===== src/hw/rtl/protected_id_access_filter_unit_assert.svh =====
// ---------------------------------------------------------------------------
// Assertion macros for the protected identifier access filter
// Clocked on clk_i, disabled while rst_ni is low; empty in synthesis.
// ---------------------------------------------------------------------------
`ifndef PROTECTED_ID_ACCESS_FILTER_UNIT_ASSERT_SVH
`define PROTECTED_ID_ACCESS_FILTER_UNIT_ASSERT_SVH

`ifndef SYNTHESIS
// same-cycle implication
`define PIDAF_ASSERT(lbl, ante, cons) \
  lbl: assert property (@(posedge clk_i) disable iff (!rst_ni) (ante) |-> (cons)) \
    else $error("pidaf assertion failed");
// next-cycle implication
`define PIDAF_ASSERT_NXT(lbl, ante, cons) \
  lbl: assert property (@(posedge clk_i) disable iff (!rst_ni) (ante) |=> (cons)) \
    else $error("pidaf assertion failed");
`else
`define PIDAF_ASSERT(lbl, ante, cons)
`define PIDAF_ASSERT_NXT(lbl, ante, cons)
`endif

`endif


===== src/hw/rtl/pidaf_pkg.sv =====
// ---------------------------------------------------------------------------
// pidaf_pkg
// Shared constants, codes and structs of the protected identifier filter.
// ---------------------------------------------------------------------------
package pidaf_pkg;

  localparam int unsigned TABLE_DEPTH = 16;
  localparam int unsigned ID_W        = 32;
  localparam int unsigned MASK_W      = 32;
  localparam int unsigned CFG_IDX_W   = 2;

  // request and event codes
  typedef enum logic [1:0] {
    OP_START  = 2'd0,
    OP_EXIT   = 2'd1,
    OP_PROC   = 2'd2,
    OP_THREAD = 2'd3
  } op_e;

  // table outcome codes
  typedef enum logic [2:0] {
    ST_NONE      = 3'd0,
    ST_INSERTED  = 3'd1,
    ST_REMOVED   = 3'd2,
    ST_NOT_FOUND = 3'd3,
    ST_FULL      = 3'd4
  } status_e;

  // configuration register indexes
  typedef enum logic [CFG_IDX_W-1:0] {
    CFG_PROC_DANGER = 2'd0,
    CFG_THR_DANGER  = 2'd1,
    CFG_PROC_FULL   = 2'd2,
    CFG_THR_FULL    = 2'd3
  } cfg_idx_e;

  localparam logic [MASK_W-1:0] FULL_ACCESS_RST = 32'h001F_FFFF;

  typedef struct packed {
    logic [MASK_W-1:0] proc_danger;
    logic [MASK_W-1:0] thr_danger;
    logic [MASK_W-1:0] proc_full;
    logic [MASK_W-1:0] thr_full;
  } cfg_t;

  typedef struct packed {
    op_e               op;
    logic              path_match;
    logic [ID_W-1:0]   subject_id;
    logic [ID_W-1:0]   caller_id;
    logic [ID_W-1:0]   target_id;
    logic              target_missing;
    logic              kernel_handle;
    logic              handle_kind;
    logic [MASK_W-1:0] desired_access;
  } req_t;

  typedef struct packed {
    logic [MASK_W-1:0] granted_access;
    logic              alert;
    logic [1:0]        alert_kind;
    logic              caller_protected;
    logic              target_protected;
    status_e           table_status;
  } res_t;

  // table update command from the top level
  typedef struct packed {
    logic            ins;
    logic            rem;
    logic [ID_W-1:0] subject_id;
    logic [ID_W-1:0] caller_id;
    logic [ID_W-1:0] target_id;
  } tbl_cmd_t;

  // table search results
  typedef struct packed {
    logic caller_hit;
    logic target_hit;
    logic subject_hit;
    logic has_free;
  } tbl_stat_t;

endpackage


===== src/hw/rtl/protected_id_access_filter_unit.sv =====
// ---------------------------------------------------------------------------
// protected_id_access_filter_unit
// Protected identifier table with handle access filtering.
// ---------------------------------------------------------------------------
// The block takes one item per clock cycle while the output is not stalled,
// and returns one result per item. Each item is held in an input register,
// searched combinationally against the 16-entry register table (parallel
// compare of caller, target and subject), and its result lands in an output
// register; the table update for a start or exit event happens at that same
// edge, so the next item already sees it. Configuration registers are written
// through cfg_we_i / cfg_index_i / cfg_data_i; the user must write them only
// while the block is idle, as the block itself does not enforce this.
`include "protected_id_access_filter_unit_assert.svh"

module protected_id_access_filter_unit import pidaf_pkg::*; (
  input  logic                 clk_i,
  input  logic                 rst_ni,
  // configuration
  input  logic                 cfg_we_i,
  input  logic [CFG_IDX_W-1:0] cfg_index_i,
  input  logic [MASK_W-1:0]    cfg_data_i,
  // input channel
  input  logic                 in_valid_i,
  output logic                 in_stall_o,
  input  logic [1:0]           op_i,
  input  logic                 path_match_i,
  input  logic [ID_W-1:0]      subject_id_i,
  input  logic [ID_W-1:0]      caller_id_i,
  input  logic [ID_W-1:0]      target_id_i,
  input  logic                 target_missing_i,
  input  logic                 kernel_handle_i,
  input  logic                 handle_kind_i,
  input  logic [MASK_W-1:0]    desired_access_i,
  // output channel
  output logic                 out_valid_o,
  input  logic                 out_stall_i,
  output logic [MASK_W-1:0]    granted_access_o,
  output logic                 alert_o,
  output logic [1:0]           alert_kind_o,
  output logic                 caller_protected_o,
  output logic                 target_protected_o,
  output logic [2:0]           table_status_o
);

  cfg_t      cfg_q;
  req_t      req_q;
  res_t      res_q, res;
  logic      in_valid_q, in_valid_d;
  logic      out_valid_q, out_valid_d;
  logic      advance, in_take;
  tbl_cmd_t  tbl_cmd;
  tbl_stat_t tbl_stat;

  // configuration registers
  always_ff @(posedge clk_i or negedge rst_ni) begin
    if (!rst_ni) begin
      cfg_q.proc_danger <= '0;
      cfg_q.thr_danger  <= '0;
      cfg_q.proc_full   <= FULL_ACCESS_RST;
      cfg_q.thr_full    <= FULL_ACCESS_RST;
    end else if (cfg_we_i) begin
      unique case (cfg_idx_e'(cfg_index_i))
        CFG_PROC_DANGER: cfg_q.proc_danger <= cfg_data_i;
        CFG_THR_DANGER:  cfg_q.thr_danger  <= cfg_data_i;
        CFG_PROC_FULL:   cfg_q.proc_full   <= cfg_data_i;
        CFG_THR_FULL:    cfg_q.thr_full    <= cfg_data_i;
        default:         cfg_q             <= cfg_q;
      endcase
    end
  end

  // handshake control
  assign advance    = in_valid_q && !(out_valid_q && out_stall_i);
  assign in_stall_o = in_valid_q && out_valid_q && out_stall_i;
  assign in_take    = in_valid_i && !in_stall_o;

  always_comb begin
    in_valid_d = in_valid_q;
    if (!in_stall_o) begin
      in_valid_d = in_valid_i;
    end
    out_valid_d = out_valid_q;
    if (advance) begin
      out_valid_d = 1'b1;
    end else if (!out_stall_i) begin
      out_valid_d = 1'b0;
    end
  end

  always_ff @(posedge clk_i or negedge rst_ni) begin
    if (!rst_ni) begin
      in_valid_q  <= 1'b0;
      out_valid_q <= 1'b0;
    end else begin
      in_valid_q  <= in_valid_d;
      out_valid_q <= out_valid_d;
    end
  end

  // input register
  always_ff @(posedge clk_i) begin
    if (in_take) begin
      req_q.op             <= op_e'(op_i);
      req_q.path_match     <= path_match_i;
      req_q.subject_id     <= subject_id_i;
      req_q.caller_id      <= caller_id_i;
      req_q.target_id      <= target_id_i;
      req_q.target_missing <= target_missing_i;
      req_q.kernel_handle  <= kernel_handle_i;
      req_q.handle_kind    <= handle_kind_i;
      req_q.desired_access <= desired_access_i;
    end
  end

  // table update only when the item moves to the result register
  assign tbl_cmd.ins        = advance && (req_q.op == OP_START) && req_q.path_match;
  assign tbl_cmd.rem        = advance && (req_q.op == OP_EXIT);
  assign tbl_cmd.subject_id = req_q.subject_id;
  assign tbl_cmd.caller_id  = req_q.caller_id;
  assign tbl_cmd.target_id  = req_q.target_id;

  pidaf_table u_table (
    .clk_i  (clk_i),
    .rst_ni (rst_ni),
    .cmd_i  (tbl_cmd),
    .stat_o (tbl_stat)
  );

  pidaf_policy u_policy (
    .req_i  (req_q),
    .stat_i (tbl_stat),
    .cfg_i  (cfg_q),
    .res_o  (res)
  );

  // result register
  always_ff @(posedge clk_i) begin
    if (advance) begin
      res_q <= res;
    end
  end

  assign out_valid_o        = out_valid_q;
  assign granted_access_o   = res_q.granted_access;
  assign alert_o            = res_q.alert;
  assign alert_kind_o       = res_q.alert_kind;
  assign caller_protected_o = res_q.caller_protected;
  assign target_protected_o = res_q.target_protected;
  assign table_status_o     = res_q.table_status;

  `PIDAF_ASSERT_NXT(a_advance_fills, advance, out_valid_q)
  `PIDAF_ASSERT(a_alert_prot, out_valid_o && alert_o,
                target_protected_o && !caller_protected_o)
  `PIDAF_ASSERT(a_event_clean, out_valid_o && (table_status_o != ST_NONE),
                (granted_access_o == '0) && (alert_kind_o == 2'd0) && !alert_o)

endmodule


===== src/hw/rtl/pidaf_table.sv =====
// ---------------------------------------------------------------------------
// pidaf_table
// Register table of protected identifiers with parallel compare, lowest-free
// insert and lowest-match remove.
// ---------------------------------------------------------------------------
`include "protected_id_access_filter_unit_assert.svh"

module pidaf_table import pidaf_pkg::*; (
  input  logic      clk_i,
  input  logic      rst_ni,
  input  tbl_cmd_t  cmd_i,
  output tbl_stat_t stat_o
);

  logic [TABLE_DEPTH-1:0] slot_valid_q, slot_valid_d;
  logic [ID_W-1:0]        slot_id_q [TABLE_DEPTH];

  logic [TABLE_DEPTH-1:0] caller_vec, target_vec, subject_vec, free_vec;
  logic [TABLE_DEPTH-1:0] free_oh, subject_oh;

  // parallel compare against every valid slot
  always_comb begin
    for (int i = 0; i < TABLE_DEPTH; i++) begin
      caller_vec[i]  = slot_valid_q[i] && (slot_id_q[i] == cmd_i.caller_id);
      target_vec[i]  = slot_valid_q[i] && (slot_id_q[i] == cmd_i.target_id);
      subject_vec[i] = slot_valid_q[i] && (slot_id_q[i] == cmd_i.subject_id);
    end
  end

  assign free_vec = ~slot_valid_q;

  // isolate lowest set bit
  assign free_oh    = free_vec & (~free_vec + TABLE_DEPTH'(1));
  assign subject_oh = subject_vec & (~subject_vec + TABLE_DEPTH'(1));

  assign stat_o.caller_hit  = |caller_vec;
  assign stat_o.target_hit  = |target_vec;
  assign stat_o.subject_hit = |subject_vec;
  assign stat_o.has_free    = |free_vec;

  // valid bit update
  always_comb begin
    slot_valid_d = slot_valid_q;
    if (cmd_i.ins) begin
      slot_valid_d = slot_valid_q | free_oh;
    end
    if (cmd_i.rem) begin
      slot_valid_d = slot_valid_q & ~subject_oh;
    end
  end

  always_ff @(posedge clk_i or negedge rst_ni) begin
    if (!rst_ni) begin
      slot_valid_q <= '0;
    end else begin
      slot_valid_q <= slot_valid_d;
    end
  end

  // identifier storage, written into the chosen free slot
  always_ff @(posedge clk_i) begin
    for (int i = 0; i < TABLE_DEPTH; i++) begin
      if (cmd_i.ins && free_oh[i]) begin
        slot_id_q[i] <= cmd_i.subject_id;
      end
    end
  end

  `PIDAF_ASSERT(a_ins_rem_excl, cmd_i.ins, !cmd_i.rem)
  `PIDAF_ASSERT_NXT(a_ins_grows, cmd_i.ins && stat_o.has_free,
                    $countones(slot_valid_q) == $countones($past(slot_valid_q)) + 1)
  `PIDAF_ASSERT_NXT(a_rem_shrinks, cmd_i.rem && stat_o.subject_hit,
                    $countones(slot_valid_q) + 1 == $countones($past(slot_valid_q)))

endmodule


===== src/hw/rtl/pidaf_policy.sv =====
// ---------------------------------------------------------------------------
// pidaf_policy
// Access decision for handle requests and status coding for table events.
// ---------------------------------------------------------------------------
module pidaf_policy import pidaf_pkg::*; (
  input  req_t      req_i,
  input  tbl_stat_t stat_i,
  input  cfg_t      cfg_i,
  output res_t      res_o
);

  logic              is_thread;
  logic              filter;
  logic [MASK_W-1:0] danger;
  logic [MASK_W-1:0] full;
  logic              cp, tp;

  assign is_thread = (req_i.op == OP_THREAD);
  // kernel handles, self access and ownerless threads skip the lookup
  assign filter = !req_i.kernel_handle && !(is_thread && req_i.target_missing) &&
                  (req_i.caller_id != req_i.target_id);
  assign danger = is_thread ? cfg_i.thr_danger : cfg_i.proc_danger;
  assign full   = is_thread ? cfg_i.thr_full : cfg_i.proc_full;
  assign cp     = filter && stat_i.caller_hit;
  assign tp     = filter && stat_i.target_hit;

  always_comb begin
    res_o = '0;
    res_o.table_status = ST_NONE;
    unique case (req_i.op)
      OP_START: begin
        if (req_i.path_match) begin
          res_o.table_status = stat_i.has_free ? ST_INSERTED : ST_FULL;
        end
      end
      OP_EXIT: begin
        res_o.table_status = stat_i.subject_hit ? ST_REMOVED : ST_NOT_FOUND;
      end
      OP_PROC, OP_THREAD: begin
        res_o.alert_kind       = {is_thread, req_i.handle_kind};
        res_o.caller_protected = cp;
        res_o.target_protected = tp;
        res_o.granted_access   = req_i.desired_access;
        // protection decides between full grant, widening and stripping
        if (cp && tp) begin
          res_o.granted_access = full;
        end else if (cp && !tp) begin
          if (is_thread && !req_i.handle_kind) begin
            res_o.granted_access = req_i.desired_access | cfg_i.proc_full;
          end
        end else if (!cp && tp) begin
          if ((req_i.desired_access & danger) != '0) begin
            res_o.granted_access = req_i.desired_access & ~danger;
            res_o.alert          = 1'b1;
          end
        end
      end
      default: begin
        res_o = '0;
      end
    endcase
  end

endmodule

===== config.mk =====
export PLATFORM = sky130hd
export DESIGN_NAME = protected_id_access_filter_unit
export DESIGN_NICKNAME = d
export VERILOG_FILES = /design/src/hw/rtl/pidaf_pkg.sv /design/src/hw/rtl/protected_id_access_filter_unit.sv /design/src/hw/rtl/pidaf_table.sv /design/src/hw/rtl/pidaf_policy.sv
export VERILOG_INCLUDE_DIRS = /design/src /design/src/hw/rtl
export SDC_FILE = /design/constraint.sdc
export NUM_CORES = 2
export LEC_CHECK = 0
export BUFFER_PORTS_ARGS = -buffer_cell sky130_fd_sc_hd__buf_2
export CORE_UTILIZATION = 55
export DETAILED_ROUTE_END_ITERATION = 7
export GPL_TIMING_DRIVEN = 0
export PLACE_DENSITY = 0.74
export SLEW_MARGIN = 20
export SYNTH_ARGS = -nofsm -noshare
export SYNTH_HDL_FRONTEND = slang
export SYNTH_HIERARCHICAL = 1
export SYNTH_SLANG_ARGS = --single-unit

===== constraint.sdc =====
create_clock -name clk_i -period 19.3 [get_ports clk_i]
set_clock_uncertainty 0.15 [all_clocks]
set_input_delay 5.79 -clock clk_i [delete_from_list [all_inputs] [get_ports clk_i]]
set_output_delay 5.79 -clock clk_i [all_outputs]
set_load 0.01 [all_outputs]

### After elaboration in Yosys (flattened, before gate mapping)

Memories as Yosys holds them, arrays and structs flattened.
Index checks and enable logic that the tools add are counted.
W data, S select, Z words.

* memories kept: 1
* memory bits (writable): 512
* input port bits: 173
* register bits after elaboration: 320

* equality and inequality tests: 56
* multiplexer cells: 92
* add/subtract/negate cells: 2
* bitwise gates (word level): 14
* reduce and logical (&&, ||, !) cells: 117

Memory list
* u_table.slot_id_q: depth 16, bits a word 32, rd ports 16, clocked after memory_dff 0, wr ports 1, RTL line pidaf_table.sv:16 `logic [ID_W-1:0] slot_id_q [TABLE_DEPTH];`

Operators by type and width (number)
* $eq A32 B32 Y1: 48
* $mux W32: 20
* $reduce_or A32 Y1: 15
* $logic_and A1 B1 Y1: 81
* $mux W33: 2
* $and A32 B32 Y32: 2
* $not A16 Y16: 4
* $reduce_or A16 Y1: 4
* $mux W4: 15
* $mux W1: 50
* $and A16 B16 Y16: 3
* $add A16 B1 Y16 const B: 2
* $mux W16: 2
* $ne A32 B32 Y1: 1
* $not A32 Y32: 1
* $or A32 B32 Y32: 1
* $reduce_bool A32 Y1: 1
* $or A16 B16 Y16: 1
* $eq A2 B2 Y1 const B: 4
* $reduce_and A2 Y1: 4
* $logic_not A1 Y1: 7
* $mux W3: 2
* $pmux W3 S2: 1
* $eq A2 B1 Y1 const B: 2
* 6 further kinds: 8

### Depth between registers and ports, before layout

* word-level depth: 24
* mapped depth: 15

### Cells and area by module

Netlist, hierarchy kept.

By module, submodules not included
* pidaf_table: cells each 2925, sequential area each 15775.1 um2, times used 1, area each 34515.6 um2
* protected_id_access_filter_unit: cells each 456, sequential area each 8530.7 um2, times used 1, area each 10127.2 um2
* pidaf_policy: cells each 365, sequential area each 0.0 um2, times used 1, area each 2891.5 um2

### Worst setup path before layout

Ideal clock, no wire load.

* path kind: input to register
* from: input out_stall_i
* to: memory u_table.slot_id_q[11][4], in the netlist u_table/slot_id_q[1][100] (enable)
* stages: 7
* path slack: 5.069 ns
* arrival: 13.568 ns
* buffers on the path: 1
* cells stage by stage: a21boi_0 -> nor4bb_1 -> and3_1 -> nand4_1 -> or2_2 -> clkbuf_1 -> nor4b_1

RTL lines
* start: declaration: RTL line protected_id_access_filter_unit.sv:36 `input logic out_stall_i,`
* end: declaration: RTL line pidaf_table.sv:16

### Worst setup path in the final report

* from: input out_stall_i
* to: output in_stall_o

* longest elaborated chain between the ends: 1

RTL lines
* $logic_and A1 B1 Y1: RTL line protected_id_access_filter_unit.sv:74 `assign in_stall_o = in_valid_q && out_valid_q && out_stall_i;`
* end: declaration: RTL line protected_id_access_filter_unit.sv:24 `output logic in_stall_o,`

Every way passes these cells.

==> qor.yml <==
fp-row-count: 107
synth_cells: 3746
grt_start_max_net_pins: 83
powerDensity_nw_per_um2: 87.0
clkPwrFrac_pct: 38.6
drt-initial-drc-count: 7899
worstPathMaxFanout: 3
status: "finished, violations left"
hold_violations: 0
routabilityCongestion: 1.08
violations: "design-rule violations"
r2r_start: "req_q[44]"
timing.rr.end: "granted_access_o[15]"
hold_slack_ps: 357
clkLatencyLatePin_ps: 720
synth-main-ff-cell: "edfxtp_1"
antenna_found_initial: 45
mostFrequentLayoutCells: "971 x xnor2_1, 686 x edfxtp_1, 589 x xor2_1"
initial_core_util_pct: 55.7
vdd_drop_max_mv: 0.0827
synth_warnings: 6
crit_type: "in -> out"
pwr-share-comb_pct: 17.0
drive_above_1_share_pct: 21.3
area_growth_pct: 16.2
drc: 48
synth_seq_cells: 832
leakage_nw: 19.2
cp.arrival_ps: 6280
cts_resized: 0
pwr-share-seq_pct: 44.4
ctsHtreeMaxLevel: 3
p_int_mw: 3.38
clock-sinks: 832
synth_edf_count: 686
ios: 215
worstPathRequired_ps: 13360
rsz0062_at_grt: "false"
numCtsBuffers: 89
ys_async_sr_fraction_pct: 17.5
root_buffer: "clkbuf_16"
grt_pass1_vias: 35900
clk_path_buf_depth: 3
worst_hold_startpoint: "cfg_q[116]"
grt_overflow_total: 0
startpoint_type: "primary input"
grt_use_total_pct: 58.1
ctsHoldBuffers: 0
clk_pin_slew_ps: 60
dp_slack_ps: 7080
synth_area_sq_um: 47500
slew_headroom_pct: 5.83
port_buffers: 214
startpoint: "out_stall_i"
worst_slew_pin_slew_ps: 1400
min_period_over_period_pct: 63.3
rrSetupSlack_ps: 12370
p_sw_mw: 1.42
final_util_pct: 64.6
vias: 39400
wire_per_inst_microns: 47.4
layout_commonest_cell: "xnor2_1"
coreArea_sq_um: 85400
nFillCells: 6661
layout_min_cycle_time_ps: 12220
ys_seq_area_share_pct: 51.1
fin_ws_ps: 7080
synthesis.nets: 3919
dieArea_sq_um: 87600
cts_tree: "done"
switching_share_pct: 29.6
die_y_microns: 296
grt_first_pass_wirelength_microns: 331000
setup_viol: 0
drv_slew: 0
nets: 4332
hold_path_class: "reg -> reg"
ant_nets: 0
postCtsSetupRepairBufs: 0
min_delay_worst_endpoint: "cfg_q[116]"
crit_path_end_kind: "output pin"
fmax_mhz: 81.9
wirelength_microns: 256000
maxCapViolations: 0
routed_via_density: 7.29
synthDistinctLibCells: 70
post_synth.cell_area_avg_sq_um: 12.7
place_hpwl_microns: 177000
dr.pass1.iters: 8
total_power_mw: 4.80
die-width_microns: 296
rr_worst_depth: 14
hold_depth: 1
[metal layers]
layer,part of all wire [%],up-vias,global-route usage (%)
met5,0.18,-,2.05
met4,11,34,47.6
met3,18,1430,31.7
met2,38,4280,75.7
met1,33,19200,69.4
li1,-,14400,-
[flip-flops by register name, indices dropped and copies added, names as in the netlist]
register and count:
req_q 134, cfg_q 128, u_table/slot_id_q 512, out_valid_o 1, table_status_o 3, granted_access_o 32
target_protected_o 1, alert_kind_o 2, caller_protected_o 1, alert_o 1, in_valid_q 1, u_table/slot_valid_q 16
[final cells by class]
cell class	instances	area, sq um	share of cell area (%)
Sequential cell	832	24300	44.0
Buffer	261	1630	2.95
Clock inverter	52	686	1.24
Inverter	26	97.6	0.177
Timing Repair Buffer	322	2870	5.20
Antenna cell	22	55.1	0.0997
Clock buffer	115	2410	4.36
Tap cell	1144	1430	2.59
Multi-Input combinational cell	2627	21700	39.4
[per-stage QoR]
| stage | instances | setup TNS, ps | cell area, sq um |
|---|---|---|---|
| 2_1_floorplan | 3746 | 0 | 47500 |
| 3_3_place_gp | 5104 | -2990 | 50000 |
| 3_5_place_dp | 5211 | 0 | 52000 |
| 4_1_cts | 5378 | 0 | 55100 |
| 5_1_grt | 5383 | 0 | 55200 |
| 6_report | 5401 | 0 | 55200 |
[worst max-delay path by stage]
stage / endpoint / slack (ps)
2_1_floorplan: u_table/slot_id_q[1][100] / 5070
3_3_place_gp: u_table/slot_id_q[1][100] / -100
3_5_place_dp: in_stall_o / 7080
4_1_cts: in_stall_o / 7090
5_1_grt: in_stall_o / 7060
6_report: in_stall_o / 7080
[critical path, stage by stage]
cell	delay (ps)
buf_2	140
nand3_1	150
inv_1	80
buf_2	120
[cell families (layout without fill, tap and decap cells)]
| group | after synthesis | in the layout | synth area share (%) |
|---|---|---|---|
| XOR/XNOR | 1560 | 1560 | 28.7 |
| multiplexers | 193 | 193 | 4.40 |
| other | 0 | 22 | 0 |
| buffers and inverters | 287 | 776 | 3.49 |
| AO/OA/AOI/OAI | 170 | 170 | 2.91 |
| AND/OR/NAND/NOR | 704 | 704 | 9.32 |
| flip-flops | 832 | 832 | 51.1 |
[cells in the mapped netlist (3+ instances only)]
| master | n | area [sq um] |
|---|---|---|
| inv_1 | 25 | 93.8 |
| buf_6 | 51 | 574 |
| a31oi_1 | 33 | 206 |
| edfxtp_1 | 686 | 20600 |
| nand3b_1 | 3 | 22.5 |
| clkbuf_1 | 98 | 368 |
| o2111ai_1 | 9 | 78.8 |
| nor3b_1 | 3 | 22.5 |
| mux2i_1 | 64 | 641 |
| a31o_2 | 12 | 105 |
| and4_1 | 27 | 236 |
| xor2_1 | 589 | 5160 |
| nor3_1 | 21 | 105 |
| a21oi_1 | 15 | 75.1 |
| o2111a_1 | 31 | 349 |
| buf_2 | 88 | 440 |
| mux2_2 | 127 | 1430 |
| nand2_1 | 15 | 56.3 |
| nor2_1 | 19 | 71.3 |
| or4_4 | 4 | 45.0 |
| or3_1 | 6 | 37.5 |
| nor2b_1 | 8 | 50.1 |
| and3_1 | 5 | 31.3 |
| nand2b_1 | 3 | 18.8 |
| a31o_1 | 19 | 166 |
| xnor2_1 | 971 | 8500 |
| dfrtp_1 | 104 | 2600 |
| nor4_1 | 210 | 1310 |
| buf_1 | 5 | 18.8 |
| buf_4 | 16 | 120 |
| o21ai_0 | 4 | 20.0 |
| nor4_2 | 4 | 50.1 |
| nand4_1 | 291 | 1820 |
| and3b_1 | 3 | 26.3 |
| dfstp_2 | 42 | 1100 |
| a21o_1 | 33 | 248 |
| and2_1 | 4 | 25.0 |
| nand3_1 | 61 | 305 |
[power by group through the flow]
stage / logic [mW] / clock network, mW / registers (mW)
final: 0.819 / 1.85 / 2.13
after global placement: 0.656 / 0 / 2.21
after CTS: 0.752 / 1.85 / 2.13
after global routing: 0.796 / 1.91 / 2.14
after floorplan: 0.373 / 0 / 2.14
after detailed placement: 0.749 / 0 / 2.16
(Power assumes the default switching activity.)
